### src/hdl/pdtw_pkg.sv
// Package for the prescaled dual timer and watchdog: command and register codes,
// control-bit positions and the transaction payload types.
// No dependencies; compile first.
package pdtw_pkg;

    localparam int DATA_W = 24;
    localparam int IDX_W  = 4;
    localparam int CMD_W  = 2;

    typedef enum logic [CMD_W-1:0] {
        CMD_TICK  = 2'd0,
        CMD_WRITE = 2'd1,
        CMD_READ  = 2'd2
    } cmd_t;

    typedef enum logic [IDX_W-1:0] {
        REG_CNT1   = 4'd0,
        REG_RLD1   = 4'd1,
        REG_CTL1   = 4'd2,
        REG_WDOG   = 4'd3,
        REG_CNT2   = 4'd4,
        REG_RLD2   = 4'd5,
        REG_CTL2   = 4'd6,
        REG_PRECNT = 4'd8,
        REG_PRERLD = 4'd9
    } reg_idx_t;

    // control word layout
    localparam int CTL_EN_BIT = 0;
    localparam int CTL_AR_BIT = 1;
    localparam int CTL_LD_BIT = 2;

    typedef struct packed {
        logic [CMD_W-1:0]  cmd;
        logic [IDX_W-1:0]  reg_index;
        logic [DATA_W-1:0] write_data;
    } req_t;

    typedef struct packed {
        logic [DATA_W-1:0] read_data;
        logic              irq_timer_one;
        logic              irq_timer_two;
        logic              irq_watchdog;
    } rsp_t;

endpackage

### src/hdl/pdtw_stream_if.sv
// Valid/ready stream interface carrying one payload per transaction.
// Payload type is a parameter; used with pdtw_pkg::req_t and pdtw_pkg::rsp_t.
interface pdtw_stream_if #(
    parameter type payload_t = logic [0:0]
) ();
    logic     valid;
    logic     ready;
    payload_t payload;

    modport source (output valid, output payload, input ready);
    modport sink   (input valid, input payload, output ready);
endinterface

### src/hdl/prescaled_dual_timer_watchdog.sv
// Top level of the prescaled dual timer with watchdog.
// Depends on pdtw_pkg and pdtw_stream_if.
//
//   channel    modport  payload         role
//   ---------  -------  --------------  -------------------------------------
//   request    sink     pdtw_pkg::req_t tick, register write or register read
//   response   source   pdtw_pkg::rsp_t read data and per-tick interrupts
//
// Every request transaction produces exactly one response transaction, held in
// a single output register. The state update happens in the accept cycle, so a
// request can be taken every cycle; its response is valid the next cycle.
// request.ready is low only while the output register is full and response is
// stalled. rst_n (asynchronous, active low) clears all counters, reloads,
// control bits and the output valid flag.
module prescaled_dual_timer_watchdog #(
    parameter int COUNT_BITS = 24
) (
    input  logic            clk,
    input  logic            rst_n,
    pdtw_stream_if.sink     request,
    pdtw_stream_if.source   response
);

    // common width that holds both a counter and a data field
    localparam int WIDE_W = (COUNT_BITS > pdtw_pkg::DATA_W) ? COUNT_BITS : pdtw_pkg::DATA_W;

    // timer state
    logic [COUNT_BITS-1:0] pre_cnt_reg, pre_cnt_next;
    logic [COUNT_BITS-1:0] pre_rld_reg, pre_rld_next;
    logic [COUNT_BITS-1:0] tmr_cnt_reg [2];
    logic [COUNT_BITS-1:0] tmr_cnt_next [2];
    logic [COUNT_BITS-1:0] tmr_rld_reg [2];
    logic [COUNT_BITS-1:0] tmr_rld_next [2];
    logic [1:0]            tmr_en_reg, tmr_en_next;
    logic [1:0]            tmr_ar_reg, tmr_ar_next;
    logic [COUNT_BITS-1:0] wdg_cnt_reg, wdg_cnt_next;
    logic                  wdg_armed_reg, wdg_armed_next;

    // output register
    pdtw_pkg::rsp_t rsp_reg, rsp_next;
    logic           rsp_valid_reg, rsp_valid_next;

    pdtw_pkg::req_t        req;
    logic                  accept;
    logic [COUNT_BITS-1:0] wr_val;
    logic [WIDE_W-1:0]     wr_wide;
    logic [WIDE_W-1:0]     rd_wide;

    // Take a new transaction whenever the output register is free or draining.
    assign request.ready    = !rsp_valid_reg || response.ready;
    assign accept           = request.valid && request.ready;
    assign req              = request.payload;
    assign response.valid   = rsp_valid_reg;
    assign response.payload = rsp_reg;

    // Mask the written value to the counter width.
    assign wr_wide = WIDE_W'(req.write_data);
    assign wr_val  = wr_wide[COUNT_BITS-1:0];

    always_comb
    begin
        logic pre_zero;
        logic wdg_zero;
        logic [1:0] tmr_irq;
        logic wdg_irq;

        pre_cnt_next   = pre_cnt_reg;
        pre_rld_next   = pre_rld_reg;
        tmr_cnt_next   = tmr_cnt_reg;
        tmr_rld_next   = tmr_rld_reg;
        tmr_en_next    = tmr_en_reg;
        tmr_ar_next    = tmr_ar_reg;
        wdg_cnt_next   = wdg_cnt_reg;
        wdg_armed_next = wdg_armed_reg;
        rd_wide        = '0;
        tmr_irq        = '0;
        wdg_irq        = 1'b0;
        pre_zero       = (pre_cnt_reg == '0);
        wdg_zero       = (wdg_cnt_reg == '0);

        if (accept)
        begin
            unique case (req.cmd)
                pdtw_pkg::CMD_TICK:
                begin
                    // Count the prescaler down; on underflow reload it and
                    // tick both timers and the watchdog.
                    if (pre_zero)
                    begin
                        pre_cnt_next = pre_rld_reg;
                        for (int t = 0; t < 2; t++)
                        begin
                            if (tmr_en_reg[t])
                            begin
                                tmr_cnt_next[t] = tmr_cnt_reg[t] - COUNT_BITS'(1);
                                if (tmr_cnt_reg[t] == '0)
                                begin
                                    tmr_irq[t] = 1'b1;
                                    if (tmr_ar_reg[t])
                                        tmr_cnt_next[t] = tmr_rld_reg[t];
                                    else
                                        tmr_en_next[t] = 1'b0; // stop at all ones
                                end
                            end
                        end
                        if (wdg_armed_reg)
                        begin
                            // wraps to all ones on underflow and holds there
                            wdg_cnt_next = wdg_cnt_reg - COUNT_BITS'(1);
                            if (wdg_zero)
                            begin
                                wdg_irq        = 1'b1;
                                wdg_armed_next = 1'b0;
                            end
                        end
                    end
                    else
                    begin
                        pre_cnt_next = pre_cnt_reg - COUNT_BITS'(1);
                    end
                end
                pdtw_pkg::CMD_WRITE:
                begin
                    unique case (req.reg_index)
                        pdtw_pkg::REG_CNT1:   tmr_cnt_next[0] = wr_val;
                        pdtw_pkg::REG_RLD1:   tmr_rld_next[0] = wr_val;
                        pdtw_pkg::REG_CTL1:
                        begin
                            tmr_en_next[0] = wr_val[pdtw_pkg::CTL_EN_BIT];
                            tmr_ar_next[0] = wr_val[pdtw_pkg::CTL_AR_BIT];
                            if (wr_val[pdtw_pkg::CTL_LD_BIT])
                                tmr_cnt_next[0] = tmr_rld_reg[0];
                        end
                        pdtw_pkg::REG_WDOG:
                        begin
                            wdg_cnt_next   = wr_val;
                            wdg_armed_next = 1'b1;
                        end
                        pdtw_pkg::REG_CNT2:   tmr_cnt_next[1] = wr_val;
                        pdtw_pkg::REG_RLD2:   tmr_rld_next[1] = wr_val;
                        pdtw_pkg::REG_CTL2:
                        begin
                            tmr_en_next[1] = wr_val[pdtw_pkg::CTL_EN_BIT];
                            tmr_ar_next[1] = wr_val[pdtw_pkg::CTL_AR_BIT];
                            if (wr_val[pdtw_pkg::CTL_LD_BIT])
                                tmr_cnt_next[1] = tmr_rld_reg[1];
                        end
                        pdtw_pkg::REG_PRECNT: pre_cnt_next = wr_val;
                        pdtw_pkg::REG_PRERLD: pre_rld_next = wr_val;
                        default: ;
                    endcase
                end
                pdtw_pkg::CMD_READ:
                begin
                    unique case (req.reg_index)
                        pdtw_pkg::REG_CNT1:   rd_wide = WIDE_W'(tmr_cnt_reg[0]);
                        pdtw_pkg::REG_RLD1:   rd_wide = WIDE_W'(tmr_rld_reg[0]);
                        pdtw_pkg::REG_CTL1:   rd_wide = WIDE_W'({tmr_ar_reg[0], tmr_en_reg[0]});
                        pdtw_pkg::REG_WDOG:   rd_wide = WIDE_W'(wdg_cnt_reg);
                        pdtw_pkg::REG_CNT2:   rd_wide = WIDE_W'(tmr_cnt_reg[1]);
                        pdtw_pkg::REG_RLD2:   rd_wide = WIDE_W'(tmr_rld_reg[1]);
                        pdtw_pkg::REG_CTL2:   rd_wide = WIDE_W'({tmr_ar_reg[1], tmr_en_reg[1]});
                        pdtw_pkg::REG_PRECNT: rd_wide = WIDE_W'(pre_cnt_reg);
                        pdtw_pkg::REG_PRERLD: rd_wide = WIDE_W'(pre_rld_reg);
                        default:              rd_wide = '0;
                    endcase
                end
                default: ; // unused command: no state change
            endcase
        end

        // Load the output register on accept; drop valid once taken.
        rsp_next.read_data     = rd_wide[pdtw_pkg::DATA_W-1:0];
        rsp_next.irq_timer_one = tmr_irq[0];
        rsp_next.irq_timer_two = tmr_irq[1];
        rsp_next.irq_watchdog  = wdg_irq;

        if (accept)
            rsp_valid_next = 1'b1;
        else if (response.ready)
            rsp_valid_next = 1'b0;
        else
            rsp_valid_next = rsp_valid_reg;
    end

    always_ff @(posedge clk or negedge rst_n)
    begin
        if (!rst_n)
        begin
            pre_cnt_reg    <= '0;
            pre_rld_reg    <= '0;
            tmr_cnt_reg[0] <= '0;
            tmr_cnt_reg[1] <= '0;
            tmr_rld_reg[0] <= '0;
            tmr_rld_reg[1] <= '0;
            tmr_en_reg     <= '0;
            tmr_ar_reg     <= '0;
            wdg_cnt_reg    <= '0;
            wdg_armed_reg  <= 1'b0;
            rsp_valid_reg  <= 1'b0;
        end
        else
        begin
            pre_cnt_reg    <= pre_cnt_next;
            pre_rld_reg    <= pre_rld_next;
            tmr_cnt_reg    <= tmr_cnt_next;
            tmr_rld_reg    <= tmr_rld_next;
            tmr_en_reg     <= tmr_en_next;
            tmr_ar_reg     <= tmr_ar_next;
            wdg_cnt_reg    <= wdg_cnt_next;
            wdg_armed_reg  <= wdg_armed_next;
            rsp_valid_reg  <= rsp_valid_next;
        end
    end

    // Hold the response payload until a new transaction replaces it.
    always_ff @(posedge clk)
    begin
        if (accept)
            rsp_reg <= rsp_next;
    end

endmodule

### src/flat_wrapper.sv
// flat-port wrapper written by rule: the top's interface ports become plain ports
module prescaled_dual_timer_watchdog_flat import pdtw_pkg::*;
#(
    parameter int COUNT_BITS = 24
)
  (clk, rst_n, request_valid, request_payload, request_ready, response_valid, response_payload, response_ready);
  pdtw_stream_if #(.payload_t(req_t)) request_i ();
  pdtw_stream_if #(.payload_t(rsp_t)) response_i ();
  input  logic clk;
  input  logic rst_n;
  input wire logic [$bits(request_i.valid)-1:0] request_valid;
  input wire logic [$bits(request_i.payload)-1:0] request_payload;
  output wire logic [$bits(request_i.ready)-1:0] request_ready;
  output wire logic [$bits(response_i.valid)-1:0] response_valid;
  output wire logic [$bits(response_i.payload)-1:0] response_payload;
  input wire logic [$bits(response_i.ready)-1:0] response_ready;
  assign request_i.valid = request_valid;
  assign request_i.payload = request_payload;
  assign request_ready = request_i.ready;
  assign response_valid = response_i.valid;
  assign response_payload = response_i.payload;
  assign response_i.ready = response_ready;
  prescaled_dual_timer_watchdog #(.COUNT_BITS(COUNT_BITS)) u_core (.clk(clk), .rst_n(rst_n), .request(request_i), .response(response_i));
endmodule
### config.mk
export PLATFORM = sky130hd
export DESIGN_NAME = prescaled_dual_timer_watchdog_flat
export DESIGN_NICKNAME = d
export VERILOG_FILES = /design/src/hdl/pdtw_pkg.sv /design/src/hdl/pdtw_stream_if.sv /design/src/hdl/prescaled_dual_timer_watchdog.sv /design/src/flat_wrapper.sv
export SDC_FILE = /design/constraint.sdc
export NUM_CORES = 1
export LEC_CHECK = 0
export ABC_AREA = 1
export BUFFER_PORTS_ARGS = -buffer_cell sky130_fd_sc_hd__buf_2
export CAP_MARGIN = 10
export CORE_MARGIN = 3
export CORE_UTILIZATION = 30
export DETAILED_ROUTE_END_ITERATION = 8
export SLEW_MARGIN = 25
export SYNTH_ARGS = -nofsm -noshare
export SYNTH_HDL_FRONTEND = slang
export SYNTH_SLANG_ARGS = --single-unit
### constraint.sdc
create_clock -name clk -period 5.6 [get_ports clk]
set_clock_uncertainty 0.05 [all_clocks]
set_input_delay 0.56 -clock clk [delete_from_list [all_inputs] [get_ports clk]]
set_output_delay 0.56 -clock clk [all_outputs]
set_load 0.02 [all_outputs]
==> summary.md <==
| Metric | Value |
|---|---|
| Crit. End Element | `flop` |
| HP Start | `response_ready` |
| Status | `finished clean` |
| Total Routing Usage GR | `between 20% and 30%` |
| Filler instances | `about 4700` |
| Peak fanout along the critical path | `46` |
| DR WL/cell | `roughly 23 um` |
| Top cells by area, synth | `dfrtp_1 33%, nand2_1 14%, nor2_1 9.0%` |
| Max-slew violations | `0` |
| Worst-case clock buffer depth | `3` |
| First-pass GRT wire length | `86680 um` |
| Vias in the first global route | `13205` |
| Hold Violations, Final | `0` |
| Reg2Reg Launch Point | `u_core.pre_cnt_reg[0]$_DFFE_PN0P_` |
| Most instantiated cells after synthesis | `492 x nand2_1, 317 x nor2_1, 231 x inv_1` |
| # port buffers | `between 60 and 70` |
| Area of the die | `~47000 um2` |
| Pwr dens | `about 410 nW/um2` |
| Clock-pin slew on the worst setup and hold paths | `approximately 60 ps` |
| Grt ovf | `0` |
| Area leader, netlist | `dfrtp_1` |
| Sequential fraction of the synthesis area | `about two fifths` |
| Final setup vio count | `0` |
| Post-detail-place hpwl | `about 42000 um` |
| Die Wd | `~220 um` |
| Asr flop ratio synth | `between 80% and 90%` |
| CTS tree | `done` |
| Pre-antenna DRT Iters | `6` |
| Post-synth EDFFs | `27` |
| Cells after synthesis | `about 2000` |
| Core ar. | `about 43000 um2` |
| Synth cell types | `37` |
| CTS sink cnt | `between 200 and 250` |
| IO Pins | `63` |
| Multi-input gate area | `6859 um2` |
| Area grow syn2layout | `13.49%` |
| Most common cell in the netlist | `nand2_1` |
| Crit path time final | `slightly above 3000 ps` |
| Initial antenna violation count | `4` |
| Worst EP required | `5980 ps` |
| Register area | `between 5000 and 6000 um2` |
| Initial drt markers | `1744` |
| CP Class | `in -> reg` |
| Setup crit start | `request_payload[28]` |
| Total negative slack | `0 ps` |
| Die H | `216.1 um` |
| Ratio of cells with drive above 1 in the final layout | `8.200%` |
| Number of synthesis warnings | `0` |
| Fmax | `0.3263 GHz` |
| Avg Inst Size Synth | `slightly below 7 um2` |
| Critical Path Source Type | `primary input` |
| #FFs+latches synth | `201` |
| CTS root buffer | `clkbuf_16` |
| Worst EP arrival | `3450 ps` |
| Hold_ws | `around 250 ps` |
| CTS Buf Count | `26` |
| Slew HR | `between 20% and 30%` |
| Min-delay worst type | `in -> reg` |
| Worst-margin pin slew | `1130 ps` |
| Worst skew pair latency | `between 500 and 600 ps` |
| Synth Flop Type | `dfrtp_1` |
| RSZ-0062 raised after global routing | `no` |
| Initial Utilization | `between 30% and 40%` |
| Max-Cap Viols | `0` |
| Synthesized area | `between 10000 and 15000 um2` |
| Mapped Nets | `between 1500 and 2000` |
| Routed via count | `roughly 14000` |
| Final period util | `around 55%` |
| GP Congestion | `1.001` |
| Peak VDD IR | `approximately 0.24 mV` |
| Synth top area share | `between 30 and 40%` |
| Num rows | `76` |
| Antenna viol nets, final | `0` |
| Fin nets | `a little over 2000` |
| Antenna Diode Count | `0` |
| # DRC | `0` |
| H-tree levels | `1` |
| Via density | `~5.4` |
| Resized cells post-CTS | `0` |
| Largest net degree at the start of global routing | `71` |
| R2r setup slk | `2670 ps` |
| Leakage | `between 7 and 8 nW` |
| Routed Wire Length | `just under 60000 um` |
## cells by family after synthesis
family	synth area share (%)
DFF	38.99
xor gates and xnor gates	2.777
buffers and inverters	9.520
adders and majority gates	0.7556
and+or+nand+nor	31.55
AOI/OAI and AO/OA	16.41
## layout make-up
cell class | instances | share of cell area, %
timing repair buffer | 76 | 2.888
inverter | 242 | 6.042
multi-input combinational | 1433 | 45.62
sequential | 201 | 34.35
tap | 585 | 4.869
clock inverter | 10 | 1.190
clock buffer | 38 | 5.035
## layout by cell type, fill, tap and decap left out, types with 7 or more instances in the layout
cell type  count
a21boi_1      35
a21oi_1       69
a221oi_1       7
a22oi_1       16
buf_2         61
buf_4         12
clkbuf_1       7
clkbuf_16     27
dfrtp_1      174
edfxtp_1      27
ha_1           8
inv_1        230
inv_2         11
nand2_1      491
nand2_2        9
nand3_1      130
nand4_1       21
nor2_1       317
nor2_2        13
nor3_1         9
nor4_1         8
o211ai_1      12
o21ai_0      122
o21ai_1       14
o22ai_1       80
xor2_1        39
## metrics by stage
step / util [%] / power (mW) / cells / area, um2 / setup slack, ps
finish: 34.67 / 6.210 / 2585 / 15030 / 2535
global route: 34.67 / 6.579 / 2585 / 15030 / 2295
CTS: 34.64 / 6.172 / 2585 / 15020 / 2673
detailed placement: 32.46 / 4.288 / 2536 / 14070 / 2103
global placement: 32.42 / 4.262 / 2535 / 14060 / 2163
floorplan: - / 3.545 / 1951 / 13250 / 3134
## layer usage
layer  routed length, um  vias up  track usage, %
li1                    -     6412               -
met1               24630     6675           33.81
met2               24920      774           37.32
met3                5765      143           4.178
met4                3047        2           11.47
met5                  13        -               0
## path summary, 6_finish.rpt
kind | to | cells after the start
hold reg to reg | u_core.wdg_cnt_reg[22]$_DFFE_PN0P_ | 2
setup / recovery | u_core.tmr_cnt_reg[47]$_DFFE_PN0P_ | 9
hold / removal | u_core.response.valid$_DFFE_PN0P_ | 4
max in group asynchronous | u_core.pre_rld_reg[5]$_DFFE_PN0P_ | 3
setup reg to reg | u_core.response.payload[1]$_SDFFCE_PN0P_ | 8
min in group asynchronous | u_core.wdg_cnt_reg[21]$_DFFE_PN0P_ | 2
## worst max-delay path, cell delays in order
cell and delay (ps):
buf_2 170, nand2_4 360, inv_2 440, nand2_2 460, nor2_1 70, nor2_1 140
nand3_2 750, nor2_1 360, a21boi_1 100
## timing repair
item | 4_1_cts | 5_1_grt
hold endpoints to repair | 56 | 0
setup buffers | 0 | 0
hold buffers | 1 | 0
## where the power goes
group          total [mW]  switching (mW)  internal [mW]
Clock                1.87           0.710           1.16
Combinational        2.05            1.38          0.671
Sequential           2.28           0.456           1.83
Note: power is estimated with default switching activity, not from simulation.
